[config.mk]
export PLATFORM = sky130hd
export DESIGN_NAME = ppi_8255_port_block_core
export DESIGN_NICKNAME = d
export VERILOG_FILES = /design/src/hw/rtl/ppi_pkg.sv /design/src/hw/rtl/ppi_8255_port_block_core.sv /design/src/hw/rtl/ppi_access.sv /design/src/hw/rtl/ppi_out_stage.sv
export SDC_FILE = /design/constraint.sdc
export NUM_CORES = 1
export LEC_CHECK = 0
export BUFFER_PORTS_ARGS = -buffer_cell sky130_fd_sc_hd__buf_2
export CAP_MARGIN = 20
export CELL_PAD_IN_SITES_DETAIL_PLACEMENT = 0
export CELL_PAD_IN_SITES_GLOBAL_PLACEMENT = 1
export CORE_MARGIN = 3
export CORE_UTILIZATION = 48
export DETAILED_ROUTE_END_ITERATION = 12
export PLACE_DENSITY_LB_ADDON = 0.25
export SYNTH_ARGS = -nofsm -noshare
export SYNTH_HDL_FRONTEND = slang
export SYNTH_SLANG_ARGS = --single-unit
[constraint.sdc]
create_clock -name clk -period 3 [get_ports clk]
set_clock_uncertainty 0.05 [all_clocks]
set_input_delay 0.6 -clock clk [delete_from_list [all_inputs] [get_ports clk]]
set_output_delay 0.6 -clock clk [all_outputs]
set_load 0.005 [all_outputs]
[src/hw/rtl/ppi_pkg.sv]
// Shared types and constants for the 8255-style parallel port block.
// No dependencies; imported by every module of the block.
package ppi_pkg;

  typedef enum logic {
    CMD_READ  = 1'b0,
    CMD_WRITE = 1'b1
  } ppi_cmd_t;

  typedef enum logic [1:0] {
    SEL_PORT_A = 2'd0,
    SEL_PORT_B = 2'd1,
    SEL_PORT_C = 2'd2,
    SEL_CTRL   = 2'd3
  } ppi_sel_t;

  localparam logic [1:0] MODE_0 = 2'd0;
  localparam logic [1:0] MODE_1 = 2'd1;
  localparam logic [1:0] MODE_2 = 2'd2;

  // dir_flags bit positions (set: input)
  localparam int DIR_C_LOW  = 0;
  localparam int DIR_B      = 1;
  localparam int DIR_C_HIGH = 2;
  localparam int DIR_A      = 3;

  localparam logic [5:0] STATUS_FILL = 6'h1F; // 0x3E in bits 6..1

  localparam int IN_TDATA_W  = 24;
  localparam int IN_TUSER_W  = 3;
  localparam int OUT_TDATA_W = 24;

  typedef struct packed {
    ppi_cmd_t   cmd;
    ppi_sel_t   port_sel;
    logic [7:0] wdata;
    logic [7:0] psg_rdata;
    logic       tape_level;
    logic       vsync;
  } ppi_req_t;

  typedef struct packed {
    logic [7:0] rdata;
    logic       psg_write;
    logic [7:0] psg_wdata;
    logic [3:0] key_row;
    logic       psg_bdir;
    logic       psg_bc1;
    logic       tape_motor;
  } ppi_res_t;

endpackage

[src/hw/rtl/ppi_8255_port_block_core.sv]
// Top level of the 8255-style parallel port block: input register,
// access decode with port state, result register. Depends on ppi_pkg,
// ppi_access and ppi_out_stage.
// Each access passes the input register and then the result register
// before m_tvalid rises; the result register decouples the sides.
// Throughput: one access per cycle while m_tready is high.
// Reset (rst, synchronous, active high): all ports output, mode 0, latches,
// handshake images and side outputs cleared, both pipeline stages empty.
module ppi_8255_port_block_core (
  input  logic                                clk,
  input  logic                                rst,
  input  logic                                s_tvalid,
  output logic                                s_tready,
  // wdata[7:0], psg_rdata[15:8], tape_level[16], vsync[17], zero fill
  input  logic [ppi_pkg::IN_TDATA_W-1:0]      s_tdata,
  // cmd[0], port_sel[2:1]
  input  logic [ppi_pkg::IN_TUSER_W-1:0]      s_tuser,
  output logic                                m_tvalid,
  input  logic                                m_tready,
  // rdata[7:0], psg_write[8], psg_wdata[16:9], key_row[20:17],
  // psg_bdir[21], psg_bc1[22], tape_motor[23]
  output logic [ppi_pkg::OUT_TDATA_W-1:0]     m_tdata
);
  import ppi_pkg::*;

  ppi_req_t req_q;
  ppi_res_t res;
  logic     req_valid;
  logic     out_ready;
  logic     fire;

  assign fire     = req_valid && out_ready;
  assign s_tready = !req_valid || out_ready;

  always_ff @(posedge clk) begin
    if (rst) begin
      req_valid <= 1'b0;
    end else if (s_tready) begin
      req_valid <= s_tvalid;
    end
  end

  always_ff @(posedge clk) begin
    if (s_tvalid && s_tready) begin
      req_q.cmd        <= ppi_cmd_t'(s_tuser[0]);
      req_q.port_sel   <= ppi_sel_t'(s_tuser[2:1]);
      req_q.wdata      <= s_tdata[7:0];
      req_q.psg_rdata  <= s_tdata[15:8];
      req_q.tape_level <= s_tdata[16];
      req_q.vsync      <= s_tdata[17];
    end
  end

  ppi_access u_access (
    .clk  (clk),
    .rst  (rst),
    .fire (fire),
    .req  (req_q),
    .res  (res)
  );

  ppi_out_stage u_out (
    .clk      (clk),
    .rst      (rst),
    .in_valid (req_valid),
    .in_ready (out_ready),
    .in_res   (res),
    .m_tvalid (m_tvalid),
    .m_tready (m_tready),
    .m_tdata  (m_tdata)
  );

endmodule

[src/hw/rtl/ppi_access.sv]
// Port state registers and combinational access decode.
// Depends on ppi_pkg.
module ppi_access (
  input  logic              clk,
  input  logic              rst,
  input  logic              fire,
  input  ppi_pkg::ppi_req_t req,
  output ppi_pkg::ppi_res_t res
);
  import ppi_pkg::*;

  logic [1:0] mode_a, mode_a_next;
  logic       mode_b, mode_b_next;
  logic [3:0] dir_flags, dir_flags_next;
  logic [3:0] latch_c_low, latch_c_low_next;
  logic [3:0] latch_c_high, latch_c_high_next;
  logic [7:0] handshake_a, handshake_a_next;
  logic [2:0] handshake_b, handshake_b_next;
  logic [3:0] row_reg, row_reg_next;
  logic [1:0] psg_func, psg_func_next;
  logic       motor_reg, motor_reg_next;

  logic       low_apply;
  logic       high_apply;
  logic [7:0] port_c_rd;
  logic [7:0] rd;
  logic       pw;
  logic [7:0] pwd;

  // port C read image
  always_comb begin
    port_c_rd = 8'h00;
    if (!dir_flags[DIR_C_LOW]) begin
      port_c_rd[3:0] = mode_b ? {1'b0, handshake_b} : latch_c_low;
      if (mode_a != MODE_0) port_c_rd[3] = handshake_a[3];
    end
    if (!dir_flags[DIR_C_HIGH]) begin
      port_c_rd[7:4] = (mode_a == MODE_0) ? latch_c_high : handshake_a[7:4];
    end
  end

  always_comb begin
    mode_a_next       = mode_a;
    mode_b_next       = mode_b;
    dir_flags_next    = dir_flags;
    latch_c_low_next  = latch_c_low;
    latch_c_high_next = latch_c_high;
    handshake_a_next  = handshake_a;
    handshake_b_next  = handshake_b;
    row_reg_next      = row_reg;
    psg_func_next     = psg_func;
    motor_reg_next    = motor_reg;
    low_apply         = 1'b0;
    high_apply        = 1'b0;
    rd                = 8'h00;
    pw                = 1'b0;
    pwd               = 8'h00;

    if (req.cmd == CMD_READ) begin
      unique case (req.port_sel)
        SEL_PORT_A: begin
          if (dir_flags[DIR_A] || mode_a == MODE_2) rd = req.psg_rdata;
        end
        SEL_PORT_B: begin
          if (dir_flags[DIR_B]) rd = {req.tape_level, STATUS_FILL, req.vsync};
        end
        SEL_PORT_C: rd = port_c_rd;
        SEL_CTRL:   rd = 8'h00;
        default:    rd = 8'h00;
      endcase
    end else begin
      unique case (req.port_sel)
        SEL_PORT_A: begin
          if (!dir_flags[DIR_A] || mode_a == MODE_2) begin
            pw  = 1'b1;
            pwd = req.wdata;
          end
        end
        SEL_PORT_B: ;
        SEL_PORT_C: begin
          if (!dir_flags[DIR_C_LOW]) begin
            latch_c_low_next = req.wdata[3:0];
            low_apply        = 1'b1;
          end
          if (!dir_flags[DIR_C_HIGH]) begin
            latch_c_high_next = req.wdata[7:4];
            high_apply        = 1'b1;
          end
        end
        SEL_CTRL: begin
          if (req.wdata[7]) begin
            // mode word
            mode_a_next       = req.wdata[6] ? MODE_2 : {1'b0, req.wdata[5]};
            mode_b_next       = req.wdata[2];
            dir_flags_next    = {req.wdata[4], req.wdata[3], req.wdata[1], req.wdata[0]};
            latch_c_low_next  = 4'h0;
            latch_c_high_next = 4'h0;
            handshake_a_next  = 8'h00;
            handshake_b_next  = 3'h0;
            row_reg_next      = 4'h0;
            psg_func_next     = 2'h0;
            motor_reg_next    = 1'b0;
            pw                = 1'b1;
            pwd               = 8'h00;
          end else if (!req.wdata[3]) begin
            latch_c_low_next[req.wdata[2:1]] = req.wdata[0];
            low_apply = 1'b1;
          end else begin
            latch_c_high_next[req.wdata[2:1]] = req.wdata[0];
            high_apply = 1'b1;
          end
        end
        default: ;
      endcase
    end

    if (low_apply) begin
      if (mode_a != MODE_0) handshake_a_next[3] = latch_c_low_next[3];
      if (!mode_b) row_reg_next = latch_c_low_next;
      else handshake_b_next = latch_c_low_next[2:0];
    end
    if (high_apply) begin
      if (mode_a == MODE_0) begin
        psg_func_next  = latch_c_high_next[3:2];
        motor_reg_next = latch_c_high_next[0];
      end else begin
        handshake_a_next[7:4] = handshake_a_next[7:4] | latch_c_high_next;
      end
    end
  end

  always_ff @(posedge clk) begin
    if (rst) begin
      mode_a       <= MODE_0;
      mode_b       <= 1'b0;
      dir_flags    <= 4'h0;
      latch_c_low  <= 4'h0;
      latch_c_high <= 4'h0;
      handshake_a  <= 8'h00;
      handshake_b  <= 3'h0;
      row_reg      <= 4'h0;
      psg_func     <= 2'h0;
      motor_reg    <= 1'b0;
    end else if (fire) begin
      mode_a       <= mode_a_next;
      mode_b       <= mode_b_next;
      dir_flags    <= dir_flags_next;
      latch_c_low  <= latch_c_low_next;
      latch_c_high <= latch_c_high_next;
      handshake_a  <= handshake_a_next;
      handshake_b  <= handshake_b_next;
      row_reg      <= row_reg_next;
      psg_func     <= psg_func_next;
      motor_reg    <= motor_reg_next;
    end
  end

  always_comb begin
    res.rdata      = rd;
    res.psg_write  = pw;
    res.psg_wdata  = pwd;
    res.key_row    = row_reg_next;
    res.psg_bdir   = psg_func_next[1];
    res.psg_bc1    = psg_func_next[0];
    res.tape_motor = motor_reg_next;
  end

`ifndef SYNTHESIS
  a_mode_word_clears: assert property (@(posedge clk) disable iff (rst)
    fire && req.cmd == CMD_WRITE && req.port_sel == SEL_CTRL && req.wdata[7]
    |=> row_reg == 4'h0 && psg_func == 2'h0 && !motor_reg && handshake_a == 8'h00)
    else $error("mode word did not clear port C state");

  a_read_no_side_effect: assert property (@(posedge clk) disable iff (rst)
    fire && req.cmd == CMD_READ
    |=> $stable(latch_c_low) && $stable(latch_c_high) && $stable(handshake_a)
        && $stable(row_reg) && $stable(dir_flags))
    else $error("read access changed port state");

  a_mode_a_legal: assert property (@(posedge clk) disable iff (rst)
    mode_a != 2'd3)
    else $error("port A mode out of range");

  a_input_half_holds: assert property (@(posedge clk) disable iff (rst)
    fire && req.cmd == CMD_WRITE && req.port_sel == SEL_PORT_C && dir_flags[DIR_C_LOW]
    |=> $stable(latch_c_low))
    else $error("input port C low half took a write");

  a_psg_write_on_write: assert property (@(posedge clk) disable iff (rst)
    fire && res.psg_write |-> req.cmd == CMD_WRITE
      && (req.port_sel == SEL_PORT_A || req.port_sel == SEL_CTRL))
    else $error("sound chip transfer from wrong access");
`endif

endmodule

[src/hw/rtl/ppi_out_stage.sv]
// Result register with stream handshake toward the master side.
// Depends on ppi_pkg.
module ppi_out_stage (
  input  logic                                clk,
  input  logic                                rst,
  input  logic                                in_valid,
  output logic                                in_ready,
  input  ppi_pkg::ppi_res_t                   in_res,
  output logic                                m_tvalid,
  input  logic                                m_tready,
  output logic [ppi_pkg::OUT_TDATA_W-1:0]     m_tdata
);
  import ppi_pkg::*;

  ppi_res_t res_q;
  logic     valid_q;

  assign in_ready = !valid_q || m_tready;

  always_ff @(posedge clk) begin
    if (rst) begin
      valid_q <= 1'b0;
    end else if (in_ready) begin
      valid_q <= in_valid;
    end
  end

  always_ff @(posedge clk) begin
    if (in_valid && in_ready) res_q <= in_res;
  end

  assign m_tvalid = valid_q;
  assign m_tdata  = {res_q.tape_motor, res_q.psg_bc1, res_q.psg_bdir, res_q.key_row,
                     res_q.psg_wdata, res_q.psg_write, res_q.rdata};

endmodule
== Yosys cells after proc, flatten, opt, wreduce, memory -nomap -nowiden ==
Index checks and enable logic that the tools add are counted.

* Register bits after elaboration: 77
* Input port bits: 31
* Logic and storage cells: 110

* Order comparisons: 2
* Eq/ne operators: 4
* Mux-type cells: 63
* Bitwise logic cells: 1
* Reduce and logical (&&, ||, !) cells: 15

{| class="wikitable"
|+ Operators with widths
! operator !! count
|-
| $mux 4 || 19
|-
| $mux 8 || 5
|-
| $pmux 8 s4 || 1
|-
| $mux 1 || 19
|-
| $pmux 4 s2 || 2
|-
| $mux 3 || 5
|-
| $mux 2 || 6
|-
| $bwmux 4 || 2
|-
| $eq 2x2->1 const B || 3
|-
| $pmux 1 s2 || 3
|-
| $logic_not 2->1 || 2
|-
| $logic_or 1x1->1 || 4
|-
| $or 4x4->4 || 1
|-
| $reduce_and 4->1 || 1
|-
| $logic_and 1x1->1 || 3
|-
| $logic_not 1->1 || 3
|-
| $lt 2x3->1 const B || 1
|-
| $reduce_and 3->1 || 1
|-
| $demux 1 s2 || 1
|-
| $eq 2x1->1 const B || 1
|-
| $ge 2x1->1 const B || 1
|-
| $reduce_bool 2->1 || 1
|}

== Longest topological paths before layout ==
Gate-level depths: netlist of run 1.

* Word-level depth: 12
* Mapped depth: 7

== By module ==
From an unflattened synthesis of run 1, not the netlist that was laid out.

* Cell total of the unflattened synthesis: 329
* Area, all modules: 3585.9 um^2

{| class="wikitable"
|+ By module, submodules not included
! module !! instances !! cells an instance !! area each (um^2) !! sequential area each (um^2)
|-
| ppi_access || 1 || 273 || 2117.0 || 600.6
|-
| ppi_out_stage || 1 || 29 || 775.7 || 740.7
|-
| ppi_8255_port_block_core || 1 || 27 || 693.2 || 650.6
|}

== Least setup slack after synthesis of run 1 ==
OpenSTA, ideal clock, no wires.

* Path type: input port to flip-flop
* From: in m_tready
* To: reg u_out.res_q (netlist bit u_out.m_tdata[0]), enable pin
* Setup time: 0.336 ns
* Arrival time: 1.389 ns
* Required time: 2.614 ns
* Path slack: 1.225 ns
* Stages on the path: 5
* Buffers on the path: 3
* Path through: nand2b_1 -> buf_6 -> and2_1 -> buf_2 -> buf_4

* Longest elaborated chain between the ends: 2

{| class="wikitable"
|+ RTL lines
! what !! line !! source
|-
| start: declaration || ppi_8255_port_block_core.sv:19 || <nowiki>input logic m_tready,</nowiki>
|-
| $logic_or 1x1->1 || ppi_out_stage.sv:18 || <nowiki>assign in_ready = !valid_q || m_tready;</nowiki>
|-
| $logic_and 1x1->1 || -- ||
|-
| via fire || ppi_8255_port_block_core.sv:30 || <nowiki>logic fire;</nowiki>
|-
| end signal: assignment || ppi_out_stage.sv:29 || <nowiki>if (in_valid && in_ready) res_q <= in_res;</nowiki>
|-
| end: declaration || ppi_out_stage.sv:15 || <nowiki>ppi_res_t res_q;</nowiki>
|}

The timed path passes the listed nets, and every way through them passes these cells.
A chain may end at the register's enable or synchronous reset.

== Worst setup path after layout of run 1 ==
* From: reg req_q[18] (netlist bit)
* To: reg u_access.latch_c_low[0]

* Longest elaborated chain between the ends: 3

{| class="wikitable"
|+ RTL lines
! what !! line !! source
|-
| start: declaration || ppi_8255_port_block_core.sv:26 || <nowiki>ppi_req_t req_q;</nowiki>
|-
| $eq 2x2->1 || ppi_access.sv:72 || <nowiki>unique case (req.port_sel)</nowiki>
|-
| $pmux 4 s2 * || ppi_access.sv:72 ||
|-
| $mux 4 * || ppi_access.sv:59 || <nowiki>if (req.cmd == CMD_READ) begin</nowiki>
|-
| end signal: assignment || ppi_access.sv:148 || <nowiki>latch_c_low <= latch_c_low_next;</nowiki>
|-
| end: declaration || ppi_access.sv:15 || <nowiki>logic [3:0] latch_c_low, latch_c_low_next;</nowiki>
|}

Mark *: on every way between the ends. The rest lies on a longest branch, timed or not.

==> flow_metrics.py, run 1 <==
metrics = {
    "run_status": {
        "status": "finished clean",
    },
    "logic_synthesis": {
        "synth_top_area_frac": 0.373,
        "syn-cell-area_um2": 3620,
        "synth_area_leader_cell": "edfxtp_1",
        "netlist_instances": 310,
        "synth_area_per_cell_um2": 11.7,
        "synth_seq_cells": 77,
        "seq_area_frac_synth": 0.550,
        "ys_warn_count": 0,
        "syn-num-nets": 345,
        "ys_types": 54,
        "ys_top_cells_by_area": "edfxtp_1 (37%), dfxtp_1 (18%), mux2i_1 (6.9%), a22o_1 (3.1%), nand2_1 (3.0%)",
    },
    "grt": {
        "gr-total-overflow": 0,
        "grt_pass1_vias": 2469,
        "grt-busiest-layer": "met2",
        "met2_usage": 0.320,
        "grtUsageTotal": 0.197,
        "use_met1": 0.264,
        "grt_max_degree": 25,
        "antenna_found_initial": 0,
        "grt_first_pass_wirelength_um": 12800,
        "met3_usage": 0.0301,
    },
    "clock_tree": {
        "cts.sinks": 77,
        "clockBufferDepth": 2,
        "clock-root-buffer": "clkbuf_8",
        "htreeDepth": 3,
        "insertion_delay_ps": 350,
        "hold_buffers": 0,
        "tritoncts": "done",
        "cts_setup_buffers": 0,
        "cts_resized": 0,
        "cts_buffers": 9,
        "clk_pin_slew_worst_paths_ps": 90,
    },
    "sta": {
        "setup_viol": 0,
        "hold_viol": 0,
        "tightest_slew_ps": 914,
        "layout_min_cycle_time_ps": 2040,
        "fmax_mhz": 491,
        "setup_tns_ps": 0,
        "rsz0062_at_grt": "false",
        "finalMaxSlewViolations": 0,
        "setup_ws_ps": 965,
        "relSlewSlack": 0.391,
        "fin_crit_sh": 0.678,
    },
    "floorplan": {
        "die_w_um": 92.9,
        "die_h_um": 92.9,
        "rows": 31,
        "io_pins": 57,
        "die_area_um2": 8630,
        "core_area_um2": 7290,
        "start_util": 0.497,
    },
    "finish": {
        "multi_input_area_um2": 1500,
        "area_growth_pct": 13.1,
        "fin_nets": 394,
        "insertedDiodeCount": 0,
        "seqCellArea_um2": 1990,
        "nFillCells": 661,
        "drive_gt1_frac": 0.239,
        "final_cells": 463,
        "largest_register_ffs": 24,
    },
    "setup_path": {
        "crit_path_end_kind": "flip-flop",
        "worst_ep_arrival_time_ps": 2250,
        "critical_path_required_ps": 3210,
        "cp-start-kind": "flip-flop",
        "crit_fanout": 8,
        "critPathKind": "flip-flop to flip-flop",
    },
    "power_and_ir_drop": {
        "p_leak_uw": 0.00156,
        "p_int_uw": 1550,
        "pwr-share-seq": 0.574,
        "ir_worst_vdd_mv": 0.395,
        "p_comb_frac": 0.091,
        "swShare": 0.261,
        "p_clk_frac": 0.335,
        "p_sw_uw": 547,
        "power.density_nw_per_um2": 512,
    },
    "drt": {
        "wirelength_um": 7940,
        "vias_per_cell": 5.64,
        "drt_iter0_drc": 158,
        "firstDrtPassIters": 4,
        "wl_per_cell_um": 17.1,
        "ant_nets": 0,
        "drcViolationCount": 0,
        "dr_total_vias": 2613,
    },
    "place": {
        "gp_congestion": 0.776,
        "dp.cells": 447,
        "port_buffers": 50,
        "hpwl_um": 5630,
        "post-place-ws_ps": 711,
    },
    "job": {
        "cap_viol_max_count": 0,
    },
    "worst_hold_path": {
        "hold_path.class": "primary input to flip-flop",
    },
}
==> routing by layer <==
layer | up-vias | share of wire | wire length, um
met5 | - | 0 | 0
met1 | 1257 | 0.42 | 3340
li1 | 1268 | - | -
met4 | 0 | 0.017 | 134
met2 | 78 | 0.50 | 4010
met3 | 10 | 0.057 | 453
==> cell usage in the layout, fill, tap and decap left out, types with 3 or more instances in the layout <==
cell	synthesis	final
a211oi_1	9	9
a21oi_1	5	5
a221oi_1	4	4
a22o_1	13	13
a31oi_1	7	7
and2_1	13	13
and3_1	8	8
buf_2	7	50
buf_4	4	6
clkbuf_8	1	9
clkinvlp_4	0	3
dfxtp_1	32	32
edfxtp_1	45	45
ha_1	4	4
inv_1	4	4
mux2_2	3	3
mux2i_1	25	25
nand2_1	29	29
nand2b_1	5	5
nand3_1	5	5
nand3b_1	5	5
nor2_1	26	26
nor2b_1	3	3
o2111ai_1	3	3
o211a_1	5	5
o211ai_1	6	6
o21a_1	3	3
==> path summary, 6_finish.rpt <==
check                           slack [ps]                      end  cells after the start               startpoint
worst max-delay path                   960  u_access.latch_c_low[0]                      5                req_q[18]
worst min-delay path                   360                 req_q[8]                      1              s_tdata[14]
worst max register to register         960  u_access.latch_c_low[0]                      5                req_q[18]
worst min register to register         420  u_access.handshake_a[3]                      2  u_access.handshake_a[3]
==> through the flow <==
step / hold slack (ps) / power, uW / utilization / cell area (um^2)
after floorplan: 382 / 1350 / - / 3620
after global placement: 399 / 1420 / 0.538 / 3930
after detailed placement: 401 / 1420 / 0.538 / 3930
after CTS: 348 / 2120 / 0.562 / 4100
after global routing: 350 / 2190 / 0.562 / 4100
final: 363 / 2100 / 0.562 / 4100
==> synthesized netlist by cell type, drive strengths merged <==
master	count
a21o	1
a22oi	1
a211oi	10
nor2b	3
o211ai	6
nand3b	5
o2111ai	3
or3b	1
and2	13
o21ai	2
or3	1
o21a	3
o2111a	1
o211a	5
dfxtp	32
and3b	2
mux2i	25
a31oi	8
o31ai	1
inv	4
mux2	3
nor3b	3
nor3	2
ha	4
edfxtp	45
a21oi	5
nor2	26
o221a	1
nand2b	5
a22o	13
and4b	1
and2b	1
buf	13
and3	9
and4bb	1
nand3	6
a21boi	2
nand2	29
or2	2
o2bb2ai	1
clkbuf	5
a221oi	5
a311oi	1
==> power by group through the flow <==
| stage | clock [uW] | sequential [uW] | combinational (uW) |
|---|---|---|---|
| after floorplan | 0 | 1210 | 138 |
| after global placement | 0 | 1230 | 189 |
| after detailed placement | 0 | 1230 | 193 |
| after CTS | 720 | 1200 | 194 |
| after global routing | 764 | 1210 | 213 |
| final | 703 | 1200 | 191 |
==> cell type report <==
cell class	instances	share of cell area
timing repair buffer	56	0.0720
tap	99	0.0302
multi-input combinational	211	0.366
sequential	77	0.486
clock buffer	10	0.0311
inverter	4	0.00366
clock inverter	6	0.0110
==> worst max-delay path, cell delays in order (launching register included) <==
cell and delay (ps):
edfxtp_1 430, ha_1 300, o21ai_1 600, nand2_1 150, o211a_1 160, a211oi_1 250
==> cells by family (layout without fill, tap and decap cells) <==
kind of cell,count (synthesis),count (layout),synth area share
AND/OR/NAND/NOR,110,110,0.166
flip-flops,77,77,0.550
AO/OA/AOI/OAI,69,69,0.156
multiplexers,28,28,0.0784
buffers and inverters,22,76,0.0363
adder cells (fa/ha/maj),4,4,0.0138
(Power assumes the default switching activity.)
==> run 2: changes to the inputs <==
--- a/config.mk
+++ b/config.mk
@@ -10,7 +10,7 @@
 export CELL_PAD_IN_SITES_DETAIL_PLACEMENT = 0
 export CELL_PAD_IN_SITES_GLOBAL_PLACEMENT = 1
 export CORE_MARGIN = 3
-export CORE_UTILIZATION = 48
+export CORE_UTILIZATION = 40
 export DETAILED_ROUTE_END_ITERATION = 12
 export PLACE_DENSITY_LB_ADDON = 0.25
 export SYNTH_ARGS = -nofsm -noshare
==> constraint.sdc (replaced) <==
create_clock -name clk -period 1.6 [get_ports clk]
set_clock_uncertainty 0.05 [all_clocks]
set_input_delay 0.32 -clock clk [delete_from_list [all_inputs] [get_ports clk]]
set_output_delay 0.32 -clock clk [all_outputs]
set_load 0.005 [all_outputs]
==> flow_metrics.py, run 2 (synthesis results as in run 1) <==
metrics = {
    "run_status": {
        "status": "complete, but fails checks",
        "violations": "setup timing",
    },
    "drt": {
        "dr_total_vias": 2856,
        "firstDrtPassIters": 4,
        "wl_per_cell_um": 17.5,
        "ant_nets": 0,
        "wirelength_um": 9090,
        "drcViolationCount": 0,
        "wl_met1_um": 3970,
        "wl_met3_um": 364,
        "drt_iter0_drc": 83,
        "wl_met2_um": 4600,
        "vias_per_cell": 5.49,
        "top_layer": "met4",
    },
    "clock_tree": {
        "insertion_delay_ps": 360,
        "cts_buffers": 9,
        "clockBufferDepth": 2,
        "clock-root-buffer": "clkbuf_8",
        "tritoncts": "done",
        "clk_pin_slew_worst_paths_ps": 90,
        "cts.sinks": 77,
        "htreeDepth": 3,
    },
    "power_and_ir_drop": {
        "p_leak_uw": 0.00189,
        "pwr-share-seq": 0.515,
        "swShare": 0.262,
        "p_comb_frac": 0.138,
        "p_sw_uw": 1140,
        "power.density_nw_per_um2": 868,
        "p_int_uw": 3210,
        "p_clk_frac": 0.347,
        "ir_worst_vdd_mv": 0.514,
    },
    "setup_path": {
        "crit_fanout": 6,
        "worst_ep_arrival_time_ps": 1860,
        "crit_path_end_kind": "flip-flop",
        "critPathKind": "flip-flop to flip-flop",
        "critical_path_required_ps": 1660,
        "cp-start-kind": "flip-flop",
    },
    "sta": {
        "setup_viol": 40,
        "relSlewSlack": 0.689,
        "finalMaxSlewViolations": 0,
        "tightest_slew_ps": 466,
        "fmax_mhz": 553,
        "hold_viol": 0,
        "rsz0062_at_grt": "true",
        "setup_ws_ps": -207,
        "fin_crit_sh": 1.13,
        "setup_tns_ps": -4230,
        "layout_min_cycle_time_ps": 1810,
    },
    "floorplan": {
        "die_h_um": 101,
        "die_area_um2": 10200,
        "core_area_um2": 8760,
        "rows": 34,
        "die_w_um": 101,
        "io_pins": 57,
        "start_util": 0.413,
    },
    "finish": {
        "nFillCells": 757,
        "seqCellArea_um2": 1990,
        "final_common_cell": "buf_2",
        "final_cell_mix": "buf_2 (50), edfxtp_1 (45), buf_4 (36), dfxtp_1 (32), nand2_1 (26)",
        "area_growth_pct": 38.1,
        "largest_register_ffs": 24,
        "insertedDiodeCount": 0,
        "final_cells": 520,
        "drive_gt1_frac": 0.459,
        "fin_nets": 442,
        "multi_input_area_um2": 1900,
    },
    "grt": {
        "grtUsageTotal": 0.181,
        "antenna_found_initial": 0,
        "gr-total-overflow": 0,
        "grt_first_pass_wirelength_um": 14200,
        "grt_pass1_vias": 2732,
        "grt_max_degree": 22,
    },
    "place": {
        "dp.cells": 488,
        "port_buffers": 50,
        "gp_congestion": 0.833,
        "hpwl_um": 6270,
        "post-place-ws_ps": -216,
    },
    "job": {
        "cap_viol_max_count": 0,
    },
    "worst_hold_path": {
        "hold_path.class": "primary input to flip-flop",
    },
}
run 2: cell count changes in the layout (fill, tap and decap cells not counted), moves of 5 or more:
| cell | change |
|---|---|
| a211oi_2 | +8 |
| a31oi_1 | -6 |
| buf_4 | +30 |
| a211oi_1 | -8 |
| buf_12 | +5 |
| buf_6 | +11 |
run 2: per-layer routing:
layer	vias up	GRT usage
met5	-	0
met4	0	0.0613
met3	12	0.0393
li1	1367	-
met2	56	0.298
met1	1421	0.238
run 2: path summary, 6_finish.rpt:
check	from	endpoint	slack [ps]	cells after the start
setup / recovery	req_q[18]	u_out.m_tdata[18]	-210	7
hold / removal	s_tdata[17]	req_q[0]	80	1
setup reg to reg	req_q[18]	u_out.m_tdata[18]	-210	7
hold reg to reg	u_access.row_reg[3]	u_access.row_reg[3]	420	1
run 2: critical path, cell delays in order, from the launching register on:
cell	delay, ps
edfxtp_1	440
buf_4	170
ha_4	180
and4bb_2	280
nor2_2	120
nor2_2	40
buf_4	150
mux2i_1	120
run 2: what timing repair did:
action,CTS,global route
setup endpoints to repair,50,55
cloned,0,1
buffers inserted,10,6
pin swaps,16,14
hold buffers,0,0
gates resized for setup,43,36
run 2: final cells by class:
type,instances,share of cell area
sequential,77,0.398
multi-input combinational,212,0.381
timing repair buffer,103,0.152
tap,108,0.0270
clock inverter,6,0.0140
inverter,4,0.00300
clock buffer,10,0.0255
run 2: per-stage QoR:
step	hold WS, ps	util	total power [uW]	area, um^2
after floorplan	369	-	2530	3670
after detailed placement	398	0.488	2750	4280
after global placement	399	0.488	2740	4280
final	79.6	0.571	4350	5000
after CTS	67.9	0.543	4300	4760
after global routing	59.1	0.571	4520	5000
run 2: power groups by stage:
stage                     Clock [uW]  Sequential [uW]  Combinational, uW
after detailed placement           0             2280                466
final                           1510             2240                599
after global placement             0             2280                460
after floorplan                    0             2270                266
after global routing            1620             2250                649
after CTS                       1530             2240                533
